### config.mk
export PLATFORM = sky130hd
export DESIGN_NAME = yuyv_scale_to_rgb565_unit
export DESIGN_NICKNAME = d
export VERILOG_FILES = /design/src/rtl/yss_pkg.sv /design/src/rtl/yss_div.sv /design/src/rtl/yss_front.sv /design/src/rtl/yss_queue.sv /design/src/rtl/yss_back.sv /design/src/rtl/yuyv_scale_to_rgb565_unit.sv
export SDC_FILE = /design/constraint.sdc
export NUM_CORES = 2
export LEC_CHECK = 0
export ABC_CLOCK_PERIOD_IN_PS = 23200
export BUFFER_PORTS_ARGS = -buffer_cell sky130_fd_sc_hd__buf_2
export CAP_MARGIN = 10
export CELL_PAD_IN_SITES_DETAIL_PLACEMENT = 0
export CELL_PAD_IN_SITES_GLOBAL_PLACEMENT = 1
export CORE_ASPECT_RATIO = 0.6
export CORE_MARGIN = 5
export CORE_UTILIZATION = 36
export DETAILED_ROUTE_END_ITERATION = 8
export GPL_ROUTABILITY_DRIVEN = 0
export PLACE_DENSITY_LB_ADDON = 0.1
export SLEW_MARGIN = 20
export SYNTH_ARGS = -nofsm -noshare
export SYNTH_HDL_FRONTEND = slang
export SYNTH_HIERARCHICAL = 1
export SYNTH_SLANG_ARGS = --single-unit
### constraint.sdc
create_clock -name i_clk -period 23.2 [get_ports i_clk]
set_clock_uncertainty 0.05 [all_clocks]
set_input_delay 3.48 -clock i_clk [delete_from_list [all_inputs] [get_ports i_clk]]
set_output_delay 3.48 -clock i_clk [all_outputs]
set_load 0.005 [all_outputs]
### src/rtl/yss_pkg.sv
// Package for the YUYV nearest-neighbour scaler with RGB565 output.
// Holds shared types, constants and small arithmetic helpers.
// No dependencies; every other rtl file imports it.
`default_nettype none

package yss_pkg;

    // Dimensions and widths
    localparam int MAX_DIM  = 4096;
    localparam int DIM_W    = $clog2(MAX_DIM) + 1;
    localparam int CNT_W    = $clog2(MAX_DIM);
    localparam int DIV_CW   = $clog2(DIM_W + 1);
    localparam int Q_DEPTH  = 4;
    localparam int Q_PTR_W  = $clog2(Q_DEPTH);
    localparam int IDX_W    = 24;
    localparam int FETCH_W  = 25;
    localparam int PROD_W   = 25;
    localparam int COL_W    = 20;
    localparam int CFG_IDX_W = 3;

    // Reset values of the registers
    localparam logic [DIM_W-1:0] RST_SRC_W = DIM_W'(640);
    localparam logic [DIM_W-1:0] RST_SRC_H = DIM_W'(480);
    localparam logic [DIM_W-1:0] RST_DST_W = DIM_W'(480);
    localparam logic [DIM_W-1:0] RST_DST_H = DIM_W'(800);
    localparam logic [DIM_W-1:0] RST_PITCH = DIM_W'(480);

    // Register indexes
    typedef enum logic [CFG_IDX_W-1:0] {
        CFG_SRC_W = 3'd0,
        CFG_SRC_H = 3'd1,
        CFG_DST_W = 3'd2,
        CFG_DST_H = 3'd3,
        CFG_PITCH = 3'd4
    } t_cfg_idx;

    // Input transaction: one YUYV macropixel
    typedef struct packed {
        logic [7:0] luma_even;
        logic [7:0] chroma_u;
        logic [7:0] luma_odd;
        logic [7:0] chroma_v;
    } t_in;

    // Output transaction: one display pixel
    typedef struct packed {
        logic [15:0]        pixel_565;
        logic [IDX_W-1:0]   display_index;
        logic [FETCH_W-1:0] next_fetch_offset;
        logic               frame_end;
    } t_out;

    // Saturated frame geometry
    typedef struct packed {
        logic [DIM_W-1:0] src_w;
        logic [DIM_W-1:0] src_h;
        logic [DIM_W-1:0] dst_w;
        logic [DIM_W-1:0] dst_h;
        logic [DIM_W-1:0] pitch;
    } t_dims;

    // Scale steps: quotient and remainder per axis
    typedef struct packed {
        logic [DIM_W-1:0] col_q;
        logic [DIM_W-1:0] col_r;
        logic [DIM_W-1:0] line_q;
        logic [DIM_W-1:0] line_r;
    } t_steps;

    // Step unit status towards the front end
    typedef struct packed {
        logic   busy;
        t_steps steps;
    } t_div_stat;

    // Queue entry from front end to back end
    typedef struct packed {
        logic [7:0]       luma;
        logic [7:0]       chroma_u;
        logic [7:0]       chroma_v;
        logic [CNT_W-1:0] out_line;
        logic [CNT_W-1:0] out_column;
        logic [DIM_W-1:0] pitch;
        logic [CNT_W-1:0] src_line;
        logic [CNT_W-1:0] src_column;
        logic [DIM_W-1:0] src_w;
        logic             last;
    } t_job;

    // Back end product stage
    typedef struct packed {
        logic signed [COL_W-1:0] red_t;
        logic signed [COL_W-1:0] grn_t;
        logic signed [COL_W-1:0] blu_t;
        logic [PROD_W-1:0]       idx_prod;
        logic [PROD_W-1:0]       fetch_prod;
        logic [CNT_W-1:0]        out_column;
        logic [CNT_W-1:0]        src_column;
        logic                    last;
    } t_prod;

    // Saturate a dimension register to lo..MAX_DIM
    function automatic logic [DIM_W-1:0] sat_dim(input logic [DIM_W-1:0] v,
                                                 input logic [DIM_W-1:0] lo);
        logic [DIM_W-1:0] res;
        if (v < lo) begin
            res = lo;
        end else if (v > DIM_W'(MAX_DIM)) begin
            res = DIM_W'(MAX_DIM);
        end else begin
            res = v;
        end
        return res;
    endfunction

    // Drop the fraction and clamp a colour term to 0..255
    function automatic logic [7:0] clamp_shift(input logic signed [COL_W-1:0] t);
        logic [COL_W-9:0] s;
        logic [7:0]       res;
        s = t[COL_W-1:8];
        if (t < 0) begin
            res = 8'h00;
        end else if (s > (COL_W-8)'(255)) begin
            res = 8'hFF;
        end else begin
            res = s[7:0];
        end
        return res;
    endfunction

endpackage

`default_nettype wire

### src/rtl/yss_div.sv
// Step unit: restoring divider for the column and line scale steps.
// One quotient bit per cycle on both axes at once; depends on yss_pkg.
`default_nettype none

module yss_div (
    input  wire logic            i_clk,
    input  wire logic            i_rst_n,
    input  wire logic            i_start,
    input  wire yss_pkg::t_dims  i_dims,
    output yss_pkg::t_div_stat   o_stat
);
    import yss_pkg::*;

    logic [DIV_CW-1:0] r_cnt, n_cnt;
    logic [DIM_W-1:0]  r_col_q, n_col_q, r_col_r, n_col_r;
    logic [DIM_W-1:0]  r_line_q, n_line_q, r_line_r, n_line_r;
    logic [DIM_W:0]    w_col_t, w_line_t;

    // Shift one dividend bit into each partial remainder
    always_comb begin
        w_col_t  = {r_col_r, r_col_q[DIM_W-1]};
        w_line_t = {r_line_r, r_line_q[DIM_W-1]};
        n_cnt    = r_cnt;
        n_col_q  = r_col_q;
        n_col_r  = r_col_r;
        n_line_q = r_line_q;
        n_line_r = r_line_r;
        if (i_start) begin
            n_cnt    = DIV_CW'(DIM_W);
            n_col_q  = i_dims.src_w;
            n_col_r  = '0;
            n_line_q = i_dims.src_h;
            n_line_r = '0;
        end else if (r_cnt != '0) begin
            n_cnt = r_cnt - 1'b1;
            if (w_col_t >= {1'b0, i_dims.dst_w}) begin
                n_col_r = DIM_W'(w_col_t - {1'b0, i_dims.dst_w});
                n_col_q = {r_col_q[DIM_W-2:0], 1'b1};
            end else begin
                n_col_r = w_col_t[DIM_W-1:0];
                n_col_q = {r_col_q[DIM_W-2:0], 1'b0};
            end
            if (w_line_t >= {1'b0, i_dims.dst_h}) begin
                n_line_r = DIM_W'(w_line_t - {1'b0, i_dims.dst_h});
                n_line_q = {r_line_q[DIM_W-2:0], 1'b1};
            end else begin
                n_line_r = w_line_t[DIM_W-1:0];
                n_line_q = {r_line_q[DIM_W-2:0], 1'b0};
            end
        end
    end

    // Hold the iteration count and partial results
    always_ff @(posedge i_clk) begin
        if (!i_rst_n) begin
            r_cnt <= '0;
        end else begin
            r_cnt <= n_cnt;
        end
        r_col_q  <= n_col_q;
        r_col_r  <= n_col_r;
        r_line_q <= n_line_q;
        r_line_r <= n_line_r;
    end

    assign o_stat.busy         = (r_cnt != '0);
    assign o_stat.steps.col_q  = r_col_q;
    assign o_stat.steps.col_r  = r_col_r;
    assign o_stat.steps.line_q = r_line_q;
    assign o_stat.steps.line_r = r_line_r;

endmodule

`default_nettype wire

### src/rtl/yss_front.sv
// Front end: register file, frame latches and raster counters.
// Accepts macropixels and pushes one job per pixel; depends on yss_pkg.
`default_nettype none

module yss_front (
    input  wire logic                          i_clk,
    input  wire logic                          i_rst_n,
    input  wire logic                          i_cfg_we,
    input  wire logic [yss_pkg::CFG_IDX_W-1:0] i_cfg_index,
    input  wire logic [yss_pkg::DIM_W-1:0]     i_cfg_data,
    input  wire logic                          i_valid,
    input  wire yss_pkg::t_in                  i_data,
    output logic                               o_stall,
    output logic                               o_div_start,
    output yss_pkg::t_dims                     o_dims,
    input  wire yss_pkg::t_div_stat            i_div,
    input  wire logic                          i_q_full,
    output logic                               o_push,
    output yss_pkg::t_job                      o_job
);
    import yss_pkg::*;

    t_dims            r_cfg;
    t_dims            r_lat_dims;
    t_steps           r_lat_steps;
    logic             r_kick;
    logic [CNT_W-1:0] r_out_col, n_out_col, r_out_line, n_out_line;
    logic [CNT_W-1:0] r_src_col, n_src_col, r_src_line, n_src_line;
    logic [CNT_W-1:0] r_col_rem, n_col_rem, r_line_rem, n_line_rem;

    t_dims            w_pre, w_dims;
    t_steps           w_steps;
    logic             w_accept, w_first, w_col_end, w_line_end;
    logic [DIM_W-1:0] w_col_pos, w_col_acc, w_col_rem;
    logic [DIM_W-1:0] w_line_pos, w_line_acc, w_line_rem;

    // Write the registers
    always_ff @(posedge i_clk) begin
        if (!i_rst_n) begin
            r_cfg.src_w <= RST_SRC_W;
            r_cfg.src_h <= RST_SRC_H;
            r_cfg.dst_w <= RST_DST_W;
            r_cfg.dst_h <= RST_DST_H;
            r_cfg.pitch <= RST_PITCH;
        end else if (i_cfg_we) begin
            unique case (t_cfg_idx'(i_cfg_index))
                CFG_SRC_W: r_cfg.src_w <= i_cfg_data;
                CFG_SRC_H: r_cfg.src_h <= i_cfg_data;
                CFG_DST_W: r_cfg.dst_w <= i_cfg_data;
                CFG_DST_H: r_cfg.dst_h <= i_cfg_data;
                CFG_PITCH: r_cfg.pitch <= i_cfg_data;
                default:   r_cfg <= r_cfg;
            endcase
        end
    end

    // Restart the step unit after reset and after every write
    always_ff @(posedge i_clk) begin
        if (!i_rst_n) begin
            r_kick <= 1'b1;
        end else begin
            r_kick <= i_cfg_we;
        end
    end

    // Saturate the registers
    always_comb begin
        w_pre.src_w = sat_dim(r_cfg.src_w, DIM_W'(2));
        w_pre.src_h = sat_dim(r_cfg.src_h, DIM_W'(1));
        w_pre.dst_w = sat_dim(r_cfg.dst_w, DIM_W'(1));
        w_pre.dst_h = sat_dim(r_cfg.dst_h, DIM_W'(1));
        w_pre.pitch = sat_dim(r_cfg.pitch, DIM_W'(1));
    end

    assign o_dims      = w_pre;
    assign o_div_start = r_kick;

    // Stall during a register write, while the steps are not settled or while the queue is full
    assign o_stall  = i_cfg_we || r_kick || i_div.busy || i_q_full;
    assign w_accept = i_valid && !o_stall;
    assign w_first  = (r_out_col == '0) && (r_out_line == '0);

    // At frame start use the fresh geometry, otherwise the latched one
    assign w_dims  = w_first ? w_pre : r_lat_dims;
    assign w_steps = w_first ? i_div.steps : r_lat_steps;

    always_ff @(posedge i_clk) begin
        if (w_accept && w_first) begin
            r_lat_dims  <= w_pre;
            r_lat_steps <= i_div.steps;
        end
    end

    // Advance the raster and source accumulators
    always_comb begin
        w_col_end  = ({1'b0, r_out_col} + 1'b1) >= w_dims.dst_w;
        w_line_end = ({1'b0, r_out_line} + 1'b1) >= w_dims.dst_h;
        w_col_pos  = {1'b0, r_src_col} + w_steps.col_q;
        w_col_acc  = {1'b0, r_col_rem} + w_steps.col_r;
        w_line_pos = {1'b0, r_src_line} + w_steps.line_q;
        w_line_acc = {1'b0, r_line_rem} + w_steps.line_r;
        if (w_col_acc >= w_dims.dst_w) begin
            w_col_rem = w_col_acc - w_dims.dst_w;
            w_col_pos = w_col_pos + 1'b1;
        end else begin
            w_col_rem = w_col_acc;
        end
        if (w_line_acc >= w_dims.dst_h) begin
            w_line_rem = w_line_acc - w_dims.dst_h;
            w_line_pos = w_line_pos + 1'b1;
        end else begin
            w_line_rem = w_line_acc;
        end

        n_out_col  = r_out_col;
        n_src_col  = r_src_col;
        n_col_rem  = r_col_rem;
        n_out_line = r_out_line;
        n_src_line = r_src_line;
        n_line_rem = r_line_rem;
        if (!w_col_end) begin
            n_out_col = r_out_col + 1'b1;
            n_src_col = w_col_pos[CNT_W-1:0];
            n_col_rem = w_col_rem[CNT_W-1:0];
        end else begin
            n_out_col = '0;
            n_src_col = '0;
            n_col_rem = '0;
            if (!w_line_end) begin
                n_out_line = r_out_line + 1'b1;
                n_src_line = w_line_pos[CNT_W-1:0];
                n_line_rem = w_line_rem[CNT_W-1:0];
            end else begin
                n_out_line = '0;
                n_src_line = '0;
                n_line_rem = '0;
            end
        end
    end

    always_ff @(posedge i_clk) begin
        if (!i_rst_n) begin
            r_out_col  <= '0;
            r_out_line <= '0;
            r_src_col  <= '0;
            r_src_line <= '0;
            r_col_rem  <= '0;
            r_line_rem <= '0;
        end else if (w_accept) begin
            r_out_col  <= n_out_col;
            r_out_line <= n_out_line;
            r_src_col  <= n_src_col;
            r_src_line <= n_src_line;
            r_col_rem  <= n_col_rem;
            r_line_rem <= n_line_rem;
        end
    end

    // Pick the luma by source column parity and build the job
    assign o_push              = w_accept;
    assign o_job.luma          = r_src_col[0] ? i_data.luma_odd : i_data.luma_even;
    assign o_job.chroma_u      = i_data.chroma_u;
    assign o_job.chroma_v      = i_data.chroma_v;
    assign o_job.out_line      = r_out_line;
    assign o_job.out_column    = r_out_col;
    assign o_job.pitch         = w_dims.pitch;
    assign o_job.src_line      = n_src_line;
    assign o_job.src_column    = n_src_col;
    assign o_job.src_w         = w_dims.src_w;
    assign o_job.last          = w_col_end && w_line_end;

endmodule

`default_nettype wire

### src/rtl/yss_queue.sv
// Job queue between front end and back end, a few entries in flip-flops.
// Depends on yss_pkg for the entry type and depth.
`default_nettype none

module yss_queue (
    input  wire logic          i_clk,
    input  wire logic          i_rst_n,
    input  wire logic          i_push,
    input  wire yss_pkg::t_job i_job,
    output logic               o_full,
    input  wire logic          i_pop,
    output logic               o_empty,
    output yss_pkg::t_job      o_head
);
    import yss_pkg::*;

    t_job               r_mem [Q_DEPTH];
    logic [Q_PTR_W-1:0] r_wr_ptr, r_rd_ptr;
    logic [Q_PTR_W:0]   r_count;
    logic               w_push, w_pop;

    assign o_full  = (r_count == (Q_PTR_W+1)'(Q_DEPTH));
    assign o_empty = (r_count == '0);
    assign w_push  = i_push && !o_full;
    assign w_pop   = i_pop && !o_empty;
    assign o_head  = r_mem[r_rd_ptr];

    // Store the pushed entry
    always_ff @(posedge i_clk) begin
        if (w_push) begin
            r_mem[r_wr_ptr] <= i_job;
        end
    end

    // Advance the pointers and the fill count
    always_ff @(posedge i_clk) begin
        if (!i_rst_n) begin
            r_wr_ptr <= '0;
            r_rd_ptr <= '0;
            r_count  <= '0;
        end else begin
            if (w_push) begin
                r_wr_ptr <= r_wr_ptr + 1'b1;
            end
            if (w_pop) begin
                r_rd_ptr <= r_rd_ptr + 1'b1;
            end
            if (w_push && !w_pop) begin
                r_count <= r_count + 1'b1;
            end else if (w_pop && !w_push) begin
                r_count <= r_count - 1'b1;
            end
        end
    end

endmodule

`default_nettype wire

### src/rtl/yss_back.sv
// Back end: BT.601 colour conversion, RGB565 packing and address products.
// Two registered stages, the product register and the output register; depends on yss_pkg.
`default_nettype none

module yss_back (
    input  wire logic          i_clk,
    input  wire logic          i_rst_n,
    input  wire logic          i_empty,
    input  wire yss_pkg::t_job i_head,
    output logic               o_pop,
    output logic               o_valid,
    output yss_pkg::t_out      o_data,
    input  wire logic          i_stall
);
    import yss_pkg::*;

    logic                    r_v1, r_v2;
    t_prod                   r_s1, n_s1;
    t_out                    r_out, n_out;
    logic                    w_adv2, w_adv1;
    logic signed [9:0]       w_c, w_d, w_e;
    logic [7:0]              w_red, w_grn, w_blu;
    logic [PROD_W-1:0]       w_idx_sum, w_fetch_sum;

    // Each stage moves when the one after it is empty or moving
    assign w_adv2 = !r_v2 || !i_stall;
    assign w_adv1 = !r_v1 || w_adv2;
    assign o_pop  = !i_empty && w_adv1;

    // Stage one: constant multiplies and the two address products
    always_comb begin
        w_c = $signed({2'b00, i_head.luma}) - 10'sd16;
        w_d = $signed({2'b00, i_head.chroma_u}) - 10'sd128;
        w_e = $signed({2'b00, i_head.chroma_v}) - 10'sd128;
        n_s1.red_t = COL_W'(298) * COL_W'(w_c) + COL_W'(409) * COL_W'(w_e)
                   + COL_W'(128);
        n_s1.grn_t = COL_W'(298) * COL_W'(w_c) - COL_W'(100) * COL_W'(w_d)
                   - COL_W'(208) * COL_W'(w_e) + COL_W'(128);
        n_s1.blu_t = COL_W'(298) * COL_W'(w_c) + COL_W'(516) * COL_W'(w_d)
                   + COL_W'(128);
        n_s1.idx_prod   = PROD_W'(i_head.out_line) * PROD_W'(i_head.pitch);
        n_s1.fetch_prod = PROD_W'(i_head.src_line) * PROD_W'(i_head.src_w);
        n_s1.out_column = i_head.out_column;
        n_s1.src_column = i_head.src_column;
        n_s1.last       = i_head.last;
    end

    // Stage two: clamp, pack and finish the addresses
    always_comb begin
        w_red       = clamp_shift(r_s1.red_t);
        w_grn       = clamp_shift(r_s1.grn_t);
        w_blu       = clamp_shift(r_s1.blu_t);
        w_idx_sum   = r_s1.idx_prod + PROD_W'(r_s1.out_column);
        w_fetch_sum = r_s1.fetch_prod + PROD_W'(r_s1.src_column);
        n_out.pixel_565         = {w_red[7:3], w_grn[7:2], w_blu[7:3]};
        n_out.display_index     = w_idx_sum[IDX_W-1:0];
        n_out.next_fetch_offset = {w_fetch_sum[FETCH_W-2:1], 2'b00};
        n_out.frame_end         = r_s1.last;
    end

    always_ff @(posedge i_clk) begin
        if (!i_rst_n) begin
            r_v1 <= 1'b0;
            r_v2 <= 1'b0;
        end else begin
            if (w_adv1) begin
                r_v1 <= !i_empty;
            end
            if (w_adv2) begin
                r_v2 <= r_v1;
            end
        end
        if (o_pop) begin
            r_s1 <= n_s1;
        end
        if (w_adv2 && r_v1) begin
            r_out <= n_out;
        end
    end

    assign o_valid = r_v2;
    assign o_data  = r_out;

endmodule

`default_nettype wire

### src/rtl/yuyv_scale_to_rgb565_unit.sv
// Top level of the YUYV nearest-neighbour scaler with RGB565 output.
// Instantiates yss_front, yss_div, yss_queue and yss_back; uses yss_pkg.
//
// Usage:
//  - Register port: i_cfg_we, i_cfg_index, i_cfg_data write source width and
//    height, target width and height and display pitch (indexes 0..4). Values
//    are saturated and take effect at the next frame start.
//  - Input channel (i_valid, i_data, o_stall): one YUYV macropixel per output
//    pixel, the one named by the previous result's next_fetch_offset
//    (offset 0 for the first pixel of a frame).
//  - Output channel (o_valid, o_data, i_stall): pixel, framebuffer index,
//    next fetch offset and a frame end flag, one result per macropixel.
//  - Throughput is one pixel per clock when no stall holds the flow. From input
//    to output a pixel passes the queue entry, product stage, output register.
//  - After reset and after each register write the scale steps are worked out
//    by a bit-serial divider; o_stall stays high meanwhile.
//  - A stall on the output fills the four-entry queue, then raises o_stall.
//    Reset returns the raster to the first pixel of a frame.
`default_nettype none

module yuyv_scale_to_rgb565_unit (
    input  wire logic                          i_clk,
    input  wire logic                          i_rst_n,
    input  wire logic                          i_cfg_we,
    input  wire logic [yss_pkg::CFG_IDX_W-1:0] i_cfg_index,
    input  wire logic [yss_pkg::DIM_W-1:0]     i_cfg_data,
    input  wire logic                          i_valid,
    input  wire yss_pkg::t_in                  i_data,
    output logic                               o_stall,
    output logic                               o_valid,
    output yss_pkg::t_out                      o_data,
    input  wire logic                          i_stall
);
    import yss_pkg::*;

    logic      w_div_start;
    t_dims     w_dims;
    t_div_stat w_div;
    logic      w_push, w_full, w_pop, w_empty;
    t_job      w_job, w_head;

    yss_front u_front (
        .i_clk       (i_clk),
        .i_rst_n     (i_rst_n),
        .i_cfg_we    (i_cfg_we),
        .i_cfg_index (i_cfg_index),
        .i_cfg_data  (i_cfg_data),
        .i_valid     (i_valid),
        .i_data      (i_data),
        .o_stall     (o_stall),
        .o_div_start (w_div_start),
        .o_dims      (w_dims),
        .i_div       (w_div),
        .i_q_full    (w_full),
        .o_push      (w_push),
        .o_job       (w_job)
    );

    yss_div u_div (
        .i_clk   (i_clk),
        .i_rst_n (i_rst_n),
        .i_start (w_div_start),
        .i_dims  (w_dims),
        .o_stat  (w_div)
    );

    yss_queue u_queue (
        .i_clk   (i_clk),
        .i_rst_n (i_rst_n),
        .i_push  (w_push),
        .i_job   (w_job),
        .o_full  (w_full),
        .i_pop   (w_pop),
        .o_empty (w_empty),
        .o_head  (w_head)
    );

    yss_back u_back (
        .i_clk   (i_clk),
        .i_rst_n (i_rst_n),
        .i_empty (w_empty),
        .i_head  (w_head),
        .o_pop   (w_pop),
        .o_valid (o_valid),
        .o_data  (o_data),
        .i_stall (i_stall)
    );

`ifndef SYNTHESIS
    // No job enters a full queue
    a_push_not_full: assert property (@(posedge i_clk) disable iff (!i_rst_n)
        w_push |-> !w_full)
        else $error("job pushed into a full queue");

    // No job leaves an empty queue
    a_pop_not_empty: assert property (@(posedge i_clk) disable iff (!i_rst_n)
        w_pop |-> !w_empty)
        else $error("job popped from an empty queue");

    // No pixel is taken while the scale steps are being worked out
    a_no_push_busy: assert property (@(posedge i_clk) disable iff (!i_rst_n)
        (w_div.busy || w_div_start) |-> !w_push)
        else $error("pixel accepted while the divider is busy");

    // The last pixel of a frame points the fetch back at the frame start
    a_frame_wrap: assert property (@(posedge i_clk) disable iff (!i_rst_n)
        (o_valid && o_data.frame_end) |-> (o_data.next_fetch_offset == '0))
        else $error("frame end without fetch offset wrap");
`endif

endmodule

`default_nettype wire

==> results_dict.tcl <==
set metrics [dict create \
    finalHoldViolCount 0 \
    power_density_nw_per_um2 64.8 \
    setup_violations 0 \
    critical_path_class "input pin to output port" \
    grt_overflow 0 \
    area_growth_pct 10.2 \
    ys_seq_area_frac 0.424 \
    p_leak_nw 26.0 \
    post_cts_buffers 0 \
    drt_pass1_iterations 6 \
    worstMarginPinSlew_ns 1.10 \
    cap_violations 0 \
    h-tree-depth 3 \
    syn_area_um2 57200 \
    finalNonFillerCells 7363 \
    p_total_mw 4.09 \
    irDropWorstVdd_uv 56.5 \
    syn_area_per_cell_um2 11.2 \
    cp-start-kind "input pin" \
    fp.dieH_um 319 \
    worstPathRequired_ns 19.67 \
    yosysUniqueCellTypes 96 \
    portBuffers 118 \
    num_rows 113 \
    synth-edff-count 689 \
    cts.repair.resized 0 \
    die-area_um2 167000 \
    yosys_most_used_dff "edfxtp_1" \
    final.period_utilization 0.351 \
    grt_usage 0.187 \
    nets 6034 \
    core_um2 158000 \
    cts_buffer_depth 3 \
    relSlewSlack 0.260 \
    vias 37464 \
    min_path_type "flop to flop" \
    async_reset_ff_frac 0 \
    hold_buffers 0 \
    initial_core_util 0.362 \
    end_kind "output port" \
    syn_inst 5094 \
    ys_seq_elements 868 \
    yosysWarningCount 6 \
    final_util 0.399 \
    outcome "finished clean" \
    clk_pin_slew_ns 0.06 \
    slew_violations 0 \
    drt_iter0_drc 2929 \
    cts_buffers 94 \
    cts_tree "built" \
    drive_above_1_share 0.0988 \
    via_per_inst 5.09 \
    worst-path-max-fanout 4 \
    grt_max_degree 83 \
    clkLatencyLatePin_ns 0.74 \
    holdWs_ns 0.413 \
    grt_pass1_vias 36639 \
    fmax_mhz 123 \
    grt_pass1_wl_um 239000 \
    wl_per_cell_um 21.4 \
    wl_um 158000 \
    period_minus_slack_ns 8.14 \
    setup_tns_ns 0 \
    io_pins 121 \
    antenna_left 0 \
    cp.arrival_ns 4.61 \
    antenna_found_initial 15 \
    rsz0062_at_grt "false" \
    clockRootBuffer "clkbuf_16" \
    die_x_um 525 \
    cts_num_sinks 868 \
    drc 0 \
    hpwl_um 120000 \
    placed_cells 7180 \
]
[critical path: stages]
cell,delay (ns)
buf_2,0.12
nor4_1,0.71
inv_1,0.14
buf_2,0.17
[per-layer routing]
metal,GRT usage,wire (µm),vias to the layer above
li1,-,-,17977
met1,0.323,89700,18562
met2,0.233,56800,765
met3,0.0332,8480,160
met4,0.0345,2690,0
met5,0,0,-
[synthesized netlist by cell type, types with 92 or more instances]
cell type | n | area share
a21oi_1 | 173 | 0.015
and2_1 | 156 | 0.017
clkbuf_1 | 148 | 0.0097
dfxtp_1 | 179 | 0.063
edfxtp_1 | 689 | 0.36
fa_1 | 283 | 0.099
ha_1 | 547 | 0.12
inv_1 | 515 | 0.034
mux4_2 | 99 | 0.039
nand2_1 | 676 | 0.044
nor2_1 | 215 | 0.014
nor2b_1 | 101 | 0.011
o21ai_0 | 147 | 0.013
xnor2_1 | 162 | 0.025
xor2_1 | 92 | 0.014
[cell usage in the layout, fill, tap and decap left out, types with 17 or more instances in the layout]
cell type  instances
nand3_1           69
fa_1             283
mux2_2            61
a22oi_1           18
dfxtp_1          176
nand2b_1          27
o21bai_1          23
inv_1            515
ha_1             547
nor3_1            58
nor2_1           213
a21boi_0          73
o21ai_0          146
clkbuf_16         95
clkinv_1          17
or3_1             17
xnor2_1          162
nor2b_1          101
nor4_1            25
a21oi_1          173
o31ai_1           18
a21o_1            63
nand4_1           31
buf_2            117
a211oi_1          38
xor2_1            92
mux2i_1           54
and2_1           152
nand2_1          676
buf_4             34
and3_1            41
o21a_1            24
edfxtp_1         689
mux4_2            99
[power by group]
group          switching [mW]  leakage [nW]  internal [mW]  total [mW]
Sequential             0.0230          7.69           1.73        1.75
Clock                   0.677          1.48          0.846        1.52
Combinational           0.477          16.8          0.333       0.810
Total                    1.18          26.0           2.91        4.09
[metrics by stage]
step | setup WS (ns) | instance area, µm²
2_1_floorplan | 12.48 | 57200
3_3_place_gp | 15.03 | 60000
3_5_place_dp | 14.99 | 60000
4_1_cts | 14.98 | 63000
5_1_grt | 14.57 | 63100
6_report | 15.06 | 63100
[path summary, 6_finish.rpt]
path | from | end | slack (ns) | cells past startpoint
worst max register to register | flop | u_back/r_s1[114]$_DFFE_PP_ | 15.17 | 26
worst min register to register | u_front/r_line_rem[9]$_SDFFE_PN0P_ | u_front/r_line_rem[9]$_SDFFE_PN0P_ | 0.41 | 2
worst min-delay path | u_front/r_line_rem[9]$_SDFFE_PN0P_ | u_front/r_line_rem[9]$_SDFFE_PN0P_ | 0.41 | 2
worst max-delay path | i_cfg_we | o_stall | 15.06 | 4
[kinds of logic (layout without fill, tap and decap cells)]
kind of cell,count (synthesis),after routing,synth area share
other cells,1,7,0.0000655
compound gates,722,722,0.0847
buf+inv,708,844,0.0491
mux,214,214,0.0604
simple gates,1497,1497,0.124
flops,868,868,0.424
xor+xnor,254,254,0.0389
fa+ha+maj,830,830,0.219
[layout make-up]
cell class | instances | area [µm²]
Fill cell | 15343 | 95000
Multi-Input combinational cell | 3519 | 30200
Sequential cell | 868 | 24300
Tap cell | 2127 | 2660
Clock buffer | 115 | 2510
Inverter | 515 | 1930
Timing Repair Buffer | 153 | 888
Clock inverter | 61 | 581
Antenna cell | 5 | 12.5
[flip-flops by register name, indices dropped and copies added (netlist names), 13 cells and up, named ones only]
register             flops
u_queue/r_mem          396
u_div/r_col_r           13
u_back/o_data           64
u_div/r_line_r          13
u_back/r_s1            100
u_front/r_lat_dims      52
u_div/r_col_q           13
u_front/r_cfg           65
u_front/r_lat_steps     50
u_div/r_line_q          13
(Power assumes the default switching activity.)
